`src/sv/msp_pkg.sv`:
```
`default_nettype none

package msp_pkg;

    localparam int DATA_WIDTH_DEF = 16;
    localparam int COUNT_W        = 16;
    localparam int MIN_PRIME      = 2;
    localparam int PC_W           = 3;

    typedef logic [PC_W-1:0] t_pc;

    // Program steps
    localparam t_pc STEP_WAIT_IN   = 3'd0;
    localparam t_pc STEP_SCREEN    = 3'd1;
    localparam t_pc STEP_LOOP_TEST = 3'd2;
    localparam t_pc STEP_DIV_RUN   = 3'd3;
    localparam t_pc STEP_DIV_WAIT  = 3'd4;
    localparam t_pc STEP_REM_CHECK = 3'd5;
    localparam t_pc STEP_FINISH    = 3'd6;

    typedef enum logic [2:0] {
        COND_ALWAYS,
        COND_IN_VALID,
        COND_SMALL,
        COND_SQ_GT,
        COND_DIV_BUSY,
        COND_REM_ZERO,
        COND_OUT_FULL
    } t_cond;

    typedef struct packed {
        logic  take_in;
        logic  init_trial;
        logic  div_start;
        logic  advance;
        logic  finish;
        t_cond cond;
        t_pc   tgt_true;
        t_pc   tgt_false;
    } t_ctl;

    typedef struct packed {
        logic in_valid;
        logic small_sum;
        logic sq_gt;
        logic div_busy;
        logic rem_zero;
        logic out_full;
    } t_stat;

    // Control store: take, init, div, adv, fin, condition, jump if true, jump if false
    function automatic t_ctl ctl_word(input t_pc step);
        t_ctl w;
        w = '{1'b0, 1'b0, 1'b0, 1'b0, 1'b0, COND_ALWAYS, STEP_WAIT_IN, STEP_WAIT_IN};
        unique case (step)
            STEP_WAIT_IN:
                w = '{1'b1, 1'b0, 1'b0, 1'b0, 1'b0, COND_IN_VALID, STEP_SCREEN, STEP_WAIT_IN};
            STEP_SCREEN:
                w = '{1'b0, 1'b1, 1'b0, 1'b0, 1'b0, COND_SMALL, STEP_FINISH, STEP_LOOP_TEST};
            STEP_LOOP_TEST:
                w = '{1'b0, 1'b0, 1'b0, 1'b0, 1'b0, COND_SQ_GT, STEP_FINISH, STEP_DIV_RUN};
            STEP_DIV_RUN:
                w = '{1'b0, 1'b0, 1'b1, 1'b0, 1'b0, COND_ALWAYS, STEP_DIV_WAIT, STEP_DIV_WAIT};
            STEP_DIV_WAIT:
                w = '{1'b0, 1'b0, 1'b0, 1'b0, 1'b0, COND_DIV_BUSY, STEP_DIV_WAIT,
                      STEP_REM_CHECK};
            STEP_REM_CHECK:
                w = '{1'b0, 1'b0, 1'b0, 1'b1, 1'b0, COND_REM_ZERO, STEP_FINISH,
                      STEP_LOOP_TEST};
            STEP_FINISH:
                w = '{1'b0, 1'b0, 1'b0, 1'b0, 1'b1, COND_OUT_FULL, STEP_FINISH, STEP_WAIT_IN};
            default:
                w = '{1'b0, 1'b0, 1'b0, 1'b0, 1'b0, COND_ALWAYS, STEP_WAIT_IN, STEP_WAIT_IN};
        endcase
        return w;
    endfunction

endpackage

`default_nettype wire

```
`src/sv/msp_seq.sv`:
```
`default_nettype none

module msp_seq
    import msp_pkg::*;
(
    input  wire   i_clk,
    input  wire   i_rst_n,
    input  t_stat i_stat,
    output t_ctl  o_ctl
);

    t_pc  r_pc;
    t_pc  n_pc;
    t_ctl w;
    logic hit;

    assign w     = ctl_word(r_pc);
    assign o_ctl = w;

    always_comb begin
        unique case (w.cond)
            COND_ALWAYS:   hit = 1'b1;
            COND_IN_VALID: hit = i_stat.in_valid;
            COND_SMALL:    hit = i_stat.small_sum;
            COND_SQ_GT:    hit = i_stat.sq_gt;
            COND_DIV_BUSY: hit = i_stat.div_busy;
            COND_REM_ZERO: hit = i_stat.rem_zero;
            COND_OUT_FULL: hit = i_stat.out_full;
            default:       hit = 1'b1;
        endcase
        n_pc = hit ? w.tgt_true : w.tgt_false;
    end

    always_ff @(posedge i_clk) begin
        if (!i_rst_n) begin
            r_pc <= STEP_WAIT_IN;
        end else begin
            r_pc <= n_pc;
        end
    end

endmodule

`default_nettype wire

```
`src/sv/msp_div.sv`:
```
`default_nettype none

module msp_div
    import msp_pkg::*;
#(
    parameter int DIVIDEND_W = DATA_WIDTH_DEF,
    parameter int DIVISOR_W  = DATA_WIDTH_DEF / 2 + 2
) (
    input  wire                   i_clk,
    input  wire                   i_rst_n,
    input  wire                   i_start,
    input  wire  [DIVIDEND_W-1:0] i_dividend,
    input  wire  [DIVISOR_W-1:0]  i_divisor,
    output logic                  o_busy,
    output logic [DIVISOR_W-1:0]  o_rem
);

    localparam int CNT_W = $clog2(DIVIDEND_W + 1);

    logic                  r_busy;
    logic [CNT_W-1:0]      r_cnt;
    logic [DIVIDEND_W-1:0] r_num;
    logic [DIVISOR_W-1:0]  r_den;
    logic [DIVISOR_W-1:0]  r_rem;
    logic [DIVISOR_W-1:0]  n_rem;
    logic [DIVISOR_W:0]    trial;

    // One restoring step: shift in the next dividend bit, subtract if it fits
    always_comb begin
        trial = {r_rem, r_num[DIVIDEND_W-1]};
        if (trial >= {1'b0, r_den}) begin
            n_rem = DIVISOR_W'(trial - {1'b0, r_den});
        end else begin
            n_rem = trial[DIVISOR_W-1:0];
        end
    end

    always_ff @(posedge i_clk) begin
        if (!i_rst_n) begin
            r_busy <= 1'b0;
            r_cnt  <= '0;
        end else if (i_start) begin
            r_busy <= 1'b1;
            r_cnt  <= CNT_W'(DIVIDEND_W);
        end else if (r_busy) begin
            r_cnt <= r_cnt - CNT_W'(1);
            if (r_cnt == CNT_W'(1)) begin
                r_busy <= 1'b0;
            end
        end
    end

    always_ff @(posedge i_clk) begin
        if (i_start) begin
            r_num <= i_dividend;
            r_den <= i_divisor;
            r_rem <= '0;
        end else if (r_busy) begin
            r_num <= r_num << 1;
            r_rem <= n_rem;
        end
    end

    assign o_busy = r_busy;
    assign o_rem  = r_rem;

endmodule

`default_nettype wire

```
`src/sv/matrix_sum_prime_filter.sv`:
```
// Adds one pair of matching matrix elements as signed numbers and tests the
// sum for primality by trial division: divisor 2, then 3, 5, 7, ... while the
// divisor squared does not exceed the sum. Sums below two are never prime.
// Each item yields one result: the exact sum, a prime flag and a 16-bit prime
// count that saturates at its maximum; start_of_matrix clears the count before
// the item is counted. One item is worked on at a time. A small microcoded
// sequencer steps through the test, and each trial remainder comes from a
// restoring divider that retires one dividend bit per cycle. A finished item
// waits while the output register is still full. The result sits in an
// output register, so the block accepts the next item while it waits to be
// taken.
`default_nettype none

module matrix_sum_prime_filter
    import msp_pkg::*;
#(
    parameter int DATA_WIDTH = DATA_WIDTH_DEF
) (
    input  wire                         i_clk,
    input  wire                         i_rst_n,
    input  wire                         i_in_valid,
    output logic                        o_in_stall,
    input  wire  signed [DATA_WIDTH-1:0] i_first_value,
    input  wire  signed [DATA_WIDTH-1:0] i_second_value,
    input  wire                         i_start_of_matrix,
    output logic                        o_out_valid,
    input  wire                         i_out_stall,
    output logic signed [DATA_WIDTH:0]  o_sum_value,
    output logic                        o_is_prime,
    output logic [COUNT_W-1:0]          o_prime_count
);

    localparam int SUM_W = DATA_WIDTH + 1;
    // Trial divisor never passes sqrt(2^DATA_WIDTH) + 2
    localparam int D_W   = (DATA_WIDTH + 1) / 2 + 2;
    // Square of the divisor may overshoot the sum before the loop exits
    localparam int SQ_W  = DATA_WIDTH + 2;

    t_ctl  ctl;
    t_stat stat;

    logic signed [SUM_W-1:0] r_sum;
    logic                    r_start;
    logic                    r_prime;
    logic [D_W-1:0]          r_d;
    logic [SQ_W-1:0]         r_sq;
    logic                    r_out_valid;
    logic signed [SUM_W-1:0] r_out_sum;
    logic                    r_out_prime;
    logic [COUNT_W-1:0]      r_count;
    logic [COUNT_W-1:0]      n_count;
    logic [COUNT_W-1:0]      count_base;

    logic [DATA_WIDTH-1:0]   mag;
    logic                    small_sum;
    logic                    accept;
    logic                    out_full;
    logic                    fire;
    logic                    div_busy;
    logic [D_W-1:0]          div_rem;

    msp_seq u_seq (
        .i_clk   (i_clk),
        .i_rst_n (i_rst_n),
        .i_stat  (stat),
        .o_ctl   (ctl)
    );

    msp_div #(
        .DIVIDEND_W (DATA_WIDTH),
        .DIVISOR_W  (D_W)
    ) u_div (
        .i_clk      (i_clk),
        .i_rst_n    (i_rst_n),
        .i_start    (ctl.div_start),
        .i_dividend (mag),
        .i_divisor  (r_d),
        .o_busy     (div_busy),
        .o_rem      (div_rem)
    );

    // A nonnegative sum fits in the low DATA_WIDTH bits
    assign mag       = r_sum[DATA_WIDTH-1:0];
    assign small_sum = r_sum[SUM_W-1] | (mag < DATA_WIDTH'(MIN_PRIME));

    // Input is open only on the wait step of the program
    assign o_in_stall = ~ctl.take_in;
    assign accept     = ctl.take_in & i_in_valid;

    // Output register frees when its item is taken this cycle
    assign out_full = r_out_valid & i_out_stall;
    assign fire     = ctl.finish & ~out_full;

    assign stat = '{
        in_valid:  i_in_valid,
        small_sum: small_sum,
        sq_gt:     r_sq > SQ_W'(mag),
        div_busy:  div_busy,
        rem_zero:  div_rem == '0,
        out_full:  out_full
    };

    // Clear on start, then count a prime unless already saturated
    always_comb begin
        count_base = r_start ? '0 : r_count;
        if (r_prime && (count_base != '1)) begin
            n_count = count_base + COUNT_W'(1);
        end else begin
            n_count = count_base;
        end
    end

    // Datapath: operands, trial divisor and its square, prime flag
    always_ff @(posedge i_clk) begin
        if (accept) begin
            r_sum   <= SUM_W'({i_first_value[DATA_WIDTH-1], i_first_value})
                     + SUM_W'({i_second_value[DATA_WIDTH-1], i_second_value});
            r_start <= i_start_of_matrix;
        end
        if (ctl.init_trial) begin
            r_d     <= D_W'(MIN_PRIME);
            r_sq    <= SQ_W'(MIN_PRIME * MIN_PRIME);
            r_prime <= ~small_sum;
        end
        if (ctl.advance) begin
            // Drop the prime flag on an exact divisor
            r_prime <= r_prime & (div_rem != '0);
            if (!r_d[0]) begin
                // 2 -> 3: add 2d + 1
                r_d  <= r_d + D_W'(1);
                r_sq <= r_sq + SQ_W'({r_d, 1'b1});
            end else begin
                // odd d -> d + 2: add 4d + 4
                r_d  <= r_d + D_W'(2);
                r_sq <= r_sq + SQ_W'({r_d, 2'b00}) + SQ_W'(4);
            end
        end
        if (fire) begin
            r_out_sum   <= r_sum;
            r_out_prime <= r_prime;
        end
    end

    // Output handshake and the prime counter
    always_ff @(posedge i_clk) begin
        if (!i_rst_n) begin
            r_out_valid <= 1'b0;
            r_count     <= '0;
        end else begin
            if (fire) begin
                r_out_valid <= 1'b1;
                r_count     <= n_count;
            end else if (r_out_valid && !i_out_stall) begin
                r_out_valid <= 1'b0;
            end
        end
    end

    assign o_out_valid   = r_out_valid;
    assign o_sum_value   = r_out_sum;
    assign o_is_prime    = r_out_prime;
    assign o_prime_count = r_count;

endmodule

`default_nettype wire

```
`config.mk`:
```
export PLATFORM = sky130hd
export DESIGN_NAME = matrix_sum_prime_filter
export DESIGN_NICKNAME = d
export VERILOG_FILES = /design/src/sv/msp_pkg.sv /design/src/sv/msp_seq.sv /design/src/sv/msp_div.sv /design/src/sv/matrix_sum_prime_filter.sv
export SDC_FILE = /design/constraint.sdc
export NUM_CORES = 1
export LEC_CHECK = 0
export ABC_AREA = 1
export BUFFER_PORTS_ARGS = -buffer_cell sky130_fd_sc_hd__buf_4
export CAP_MARGIN = 0
export CORE_MARGIN = 4
export CORE_UTILIZATION = 42
export DETAILED_ROUTE_END_ITERATION = 8
export PLACE_DENSITY = 0.64
export SETUP_SLACK_MARGIN = 0.4
export SLEW_MARGIN = 20
export SYNTH_ARGS = -nofsm -noshare
export SYNTH_HDL_FRONTEND = slang
export SYNTH_SLANG_ARGS = --single-unit
```
`constraint.sdc`:
```
create_clock -name i_clk -period 3.5 [get_ports i_clk]
set_input_delay 0.175 -clock i_clk [delete_from_list [all_inputs] [get_ports i_clk]]
set_output_delay 0.175 -clock i_clk [all_outputs]
set_load 0.01 [all_outputs]
```
# Yosys cells after proc, flatten, opt, wreduce, memory -nomap -nowiden
# Cells that the tools add are included.
[totals]
register_bits = 127
in_bits = 37
output_inout_bits = 36
elab_cells = 84
[op_classes]
add_sub_neg = 9
order_cmp = 3
n_eq_ne = 14
muxes = 23
bitwise_logic = 9
reduce_logical = 10
[ops]
columns = ["operator", "n"]
rows = [
  ["14-bit case mux with 7 select lines", 1],
  ["16-bit 2-to-1 mux", 4],
  ["18-bit 2-to-1 mux", 3],
  ["10-bit 2-to-1 mux", 4],
  ["18-bit by 11-bit adder with 18-bit output", 1],
  ["18-bit by 12-bit adder with 18-bit output", 1],
  ["18-bit by 3-bit adder with 18-bit output (second input constant)", 1],
  ["3-bit equality test (second input constant)", 6],
  ["18-bit by 16-bit > comparator with 1-bit output", 1],
  ["16-bit by 16-bit adder with 17-bit output", 1],
  ["16-bit by 1-bit adder with 16-bit output (second input constant)", 1],
  ["16-bit by 2-bit < comparator with 1-bit output (second input constant)", 1],
  ["16-bit != test (second input constant)", 1],
  ["3-bit by 2-bit equality test with 1-bit output (second input constant)", 4],
  ["11-bit by 10-bit >= comparator with 1-bit output", 1],
  ["10-bit by 1-bit adder with 10-bit output (second input constant)", 1],
  ["10-bit by 2-bit adder with 10-bit output (second input constant)", 1],
  ["10-bit zero test", 1],
  ["5-bit 2-to-1 mux", 2],
  ["10-bit nonzero test", 1],
  ["10-bit subtractor", 1],
  ["1-bit 2-to-1 mux", 7],
  ["3-bit by 1-bit equality test with 1-bit output (second input constant)", 2],
  ["1-bit case mux with 6 select lines", 1],
  ["11 further kinds", 20],
]

# Longest topological paths before layout
[depth]
word_depth = 5
depth_mapped = 14
mapped_depth_nobuf = 14

# Cells and area by module
# From an unflattened synthesis, not the netlist that was laid out.
[hier_totals]
cells_unflattened = 1211
hier_area_um2 = 9068.7
[modules_own_cells]
columns = ["module", "instances", "cells_per_inst", "area_each_um2"]
rows = [
  ["matrix_sum_prime_filter", 1, 851, 6339.8],
  ["msp_div", 1, 298, 2356.0],
  ["msp_seq", 1, 62, 372.9],
]

# Worst setup path before layout
# Ideal clock, no wire load.
[synth_timing]
path_type = "flip-flop to flip-flop"
startpoint = "register r_d[0]"
endpoint = "register r_sq[13], data pin"
setup_time_ns = 0.255
arrival_ns = 2.119
path_slack_ns = 1.125
stages_incl_launch_ff = 11
cell_sequence = "edfxtp_1 > clkbuf_1 > or2_2 > ha_1 > fa_1 > nand3_1 > nand3_1 > nand2_1 > nand2_1 > o21ai_0 > nor2_1"
[synth_via]
elab_chain_cells = 4
word_cells_on_any_way = 5
classes_between = "add/sub (3); mux (2)"
[synth_lines]
columns = ["item", "line", "rtl"]
rows = [
  ["start: declaration", "matrix_sum_prime_filter.sv:45", "logic [D_W-1:0] r_d;"],
  ["start signal: assignment", "matrix_sum_prime_filter.sv:121", "r_d <= D_W'(MIN_PRIME);"],
  ["start signal: assignment", "matrix_sum_prime_filter.sv:130", "r_d <= r_d + D_W'(1);"],
  ["start signal: assignment", "matrix_sum_prime_filter.sv:134", "r_d <= r_d + D_W'(2);"],
  ["18-bit by 12-bit adder with 18-bit output", "matrix_sum_prime_filter.sv:135", "r_sq <= r_sq + SQ_W'({r_d, 2'b00}) + SQ_W'(4);"],
  ["18-bit by 3-bit adder with 18-bit output", "matrix_sum_prime_filter.sv:135", ""],
  ["18-bit 2-to-1 mux (*)", "matrix_sum_prime_filter.sv:128", "if (!r_d[0]) begin"],
  ["18-bit 2-to-1 mux (*)", "matrix_sum_prime_filter.sv:125", "if (ctl.advance) begin"],
  ["end signal: assignment", "matrix_sum_prime_filter.sv:122", "r_sq <= SQ_W'(MIN_PRIME * MIN_PRIME);"],
  ["end signal: assignment", "matrix_sum_prime_filter.sv:131", "r_sq <= r_sq + SQ_W'({r_d, 1'b1});"],
  ["end signal: assignment", "matrix_sum_prime_filter.sv:135", ""],
  ["end: declaration", "matrix_sum_prime_filter.sv:46", "logic [SQ_W-1:0] r_sq;"],
]
# Every way passes the cells marked *; elsewhere a longest branch is shown, timed or not.
# A chain may end at the register's enable or synchronous reset.

# Worst setup path in the final report
[layout_timing]
startpoint = "register r_d[1]"
endpoint = "register r_sq[13], data pin"
# Same word-level chain as after synthesis.

==> run summary <==
outcome -> finished clean
total CTS buffers -> 17
Crit path largest cell delay -> 490 ps
worst vdd ir -> 325 uV
Critical Path AT -> 2560 ps
global-route wire length before repair -> 33500 um
Worst Path Required -> 3670 ps
total number of vias -> 7284
Worst Tran Pin Value -> 904 ps
worst skew pair latency -> 420 ps
Peak Freq -> 418 MHz
detailed router's first-iteration violation count -> 502
Mapped Cells -> 1079
fin area -> 9950 um^2
std cell rows -> 51
Final #Nets -> 1279
ranking of synthesized cells by area -> edfxtp_1 32%, nand2_1 12%, ha_1 11%
Starting Density -> 43.2%
post-synth top area share -> 32.1%
Synth Warn # -> 0
DRC -> 0
# setup viols final -> 0
Period minus WS final -> 2390 ps
register area share after synthesis -> 40.5%
skew final -> 8.96 ps
layout cells sized above 1 -> 11.7%
Worst setup SP type -> register
number of I/O port buffers -> 72
CTS tree -> built
Slew headroom -> 39.4%
max-cap violations -> 0
Final HPWL DP -> 15200 um
number of synthesized flops with an enable pin -> 91
fraction of registers with async set or reset after synthesis -> 0%
Worst Setup End Kind -> register
CP top delay family -> adder cells
antenna-violating nets left -> 0
Vias/cell -> 5.06
grt ovf -> 0
Mapped Area -> 8530 um^2
Pins Over Slew Limit -> 0
gr usage total -> 18.5%
Pwr Density -> 662 nW/um^2
CTS Root Buffer Type -> clkbuf_16
largest net degree at the start of global routing -> 36
critical-path cell list -> ha_1, ha_1, fa_1, nand3_1, nand3_1, nand2_1, nand2_1, o21ai_0, nor2_1
Yosys cell types -> 47
Die H -> 150 um
Hold Crit Class -> in -> reg
Setup CP Type -> reg -> reg
vias in the first global route -> 6834
Tot Pwr -> 0.00659 W
WL final -> 20100 um
most frequent cells in the layout -> 272 x nand2_1, 138 x inv_1, 110 x nor2_1
Clock Pin Slew Worst Setup and Hold Paths -> 60 ps
setup TNS -> 0 ps
placed instance area -> 9360 um^2
Placer Congestion -> 0.866
Die X-Extent -> 150 um
Pleak -> 4.49 nW
fin crit share -> 68.3%
htree depth -> 4
Crit-path slowest cell -> edfxtp_1
register bit total from synthesis -> 127
WP buf/inv -> 0
drt pass-1 iters -> 5
clock sink total -> 127
mean post-synth cell area -> 7.90 um^2
Max Root-Sink Buffers -> 2
IO Pins -> 73
initial antenna violation count -> 0
dominant synthesized flop cell -> edfxtp_1
RSZ-0062 raised after global routing -> no
area grow syn2layout -> 16.8%
Final Hold Fails -> 0
most common cell after layout, fill and taps aside -> nand2_1
largest area contributor in the netlist -> edfxtp_1
peak fanout along the critical path -> 6
Routed WL per cell -> 14.0 um
core area -> 19700 um^2
syn nets -> 1196
Die ar. -> 22600 um^2
antenna cells -> 0
[power by group]
| part | internal, W | total [W] | switching, W | leakage, nW |
|---|---|---|---|---|
| logic | 0.000899 | 0.00256 | 0.00166 | 3.07 |
| clock network | 0.00106 | 0.00178 | 0.000718 | 0.285 |
| registers | 0.00202 | 0.00225 | 0.000235 | 1.13 |
| total | 0.00397 | 0.00659 | 0.00261 | 4.49 |
[cell type report]
class                           instances  area (um^2)
Timing Repair Buffer                   78          588
Clock inverter                         15          160
Multi-Input combinational cell        796         4460
Sequential cell                       127         3450
Fill cell                            1915         9760
Inverter                              142          533
Tap cell                              265          332
Clock buffer                           17          425
[metrics by stage]
step	setup slack, ps	hold WS [ps]	cells	util (%)
after floorplan	1130	274	1079	-
after global placement	1180	356	1407	47.5
after detailed placement	1110	356	1407	47.5
after CTS	1110	36.3	1440	50.5
after global routing	900	48.0	1440	50.5
final	1110	50.2	1440	50.5
[path summary, 6_finish.rpt]
check                            start                       end  slack [ps]  cells past startpoint
setup / recovery  r_d[1]$_SDFFCE_PN1P_    r_sq[13]$_SDFFCE_PN0P_        1110                      9
hold / removal       i_second_value[0]        r_sum[0]$_DFFE_PP_          50                      2
setup reg to reg  r_d[1]$_SDFFCE_PN1P_    r_sq[13]$_SDFFCE_PN0P_        1110                      9
hold reg to reg     r_sum[3]$_DFFE_PP_  o_sum_value[3]$_DFFE_PP_         450                      0
[synthesized netlist by cell type (7+ instances only)]
| cell type | count |
|---|---|
| ha_1 | 76 |
| a21oi_1 | 73 |
| edfxtp_1 | 91 |
| clkbuf_1 | 9 |
| xnor2_1 | 9 |
| nor3_1 | 14 |
| nand3_1 | 79 |
| dfxtp_1 | 36 |
| xor2_1 | 20 |
| o21ai_1 | 7 |
| nor2_1 | 110 |
| nand4_1 | 20 |
| nand2_1 | 272 |
| o21ai_0 | 54 |
| inv_1 | 138 |
[state kept, by name, indices dropped and copies added, names as in the netlist]
register,flops
r_sum,17
o_is_prime,1
r_sq,18
r_d,10
o_prime_count,16
u_div.r_den,10
u_div.o_busy,1
r_start,1
o_sum_value,17
u_div.r_num,16
r_prime,1
u_seq.r_pc,3
u_div.r_cnt,5
u_div.o_rem,10
o_out_valid,1
[timing repair]
action | in CTS | in global routing
gates resized for setup | 0 | 0
setup endpoints to repair | 0 | 0
hold endpoints to repair | 1 | 0
hold buffers | 1 | 0
setup buffers | 0 | 0
[metal layers]
layer / GRT usage (%) / share of wire [%] / up-vias
met4: 4.67 / 1.1 / 0
met5: 0 / 0 / -
met1: 25.9 / 48 / 3326
li1: - / - / 3773
met2: 29.6 / 45 / 166
met3: 3.52 / 5.7 / 19
[kinds of logic (layout without fill, tap and decap cells)]
kind of cell,Yosys count,in the layout,share of synthesized area [%]
adders and majority gates,80,80,12.1
buffers and inverters,156,252,7.15
AOI/OAI and AO/OA,163,163,10.6
DFF,127,127,40.5
and+or+nand+nor,524,524,26.7
xor gates and xnor gates,29,29,2.98
No activity file was read; power rests on OpenSTA's default activity.
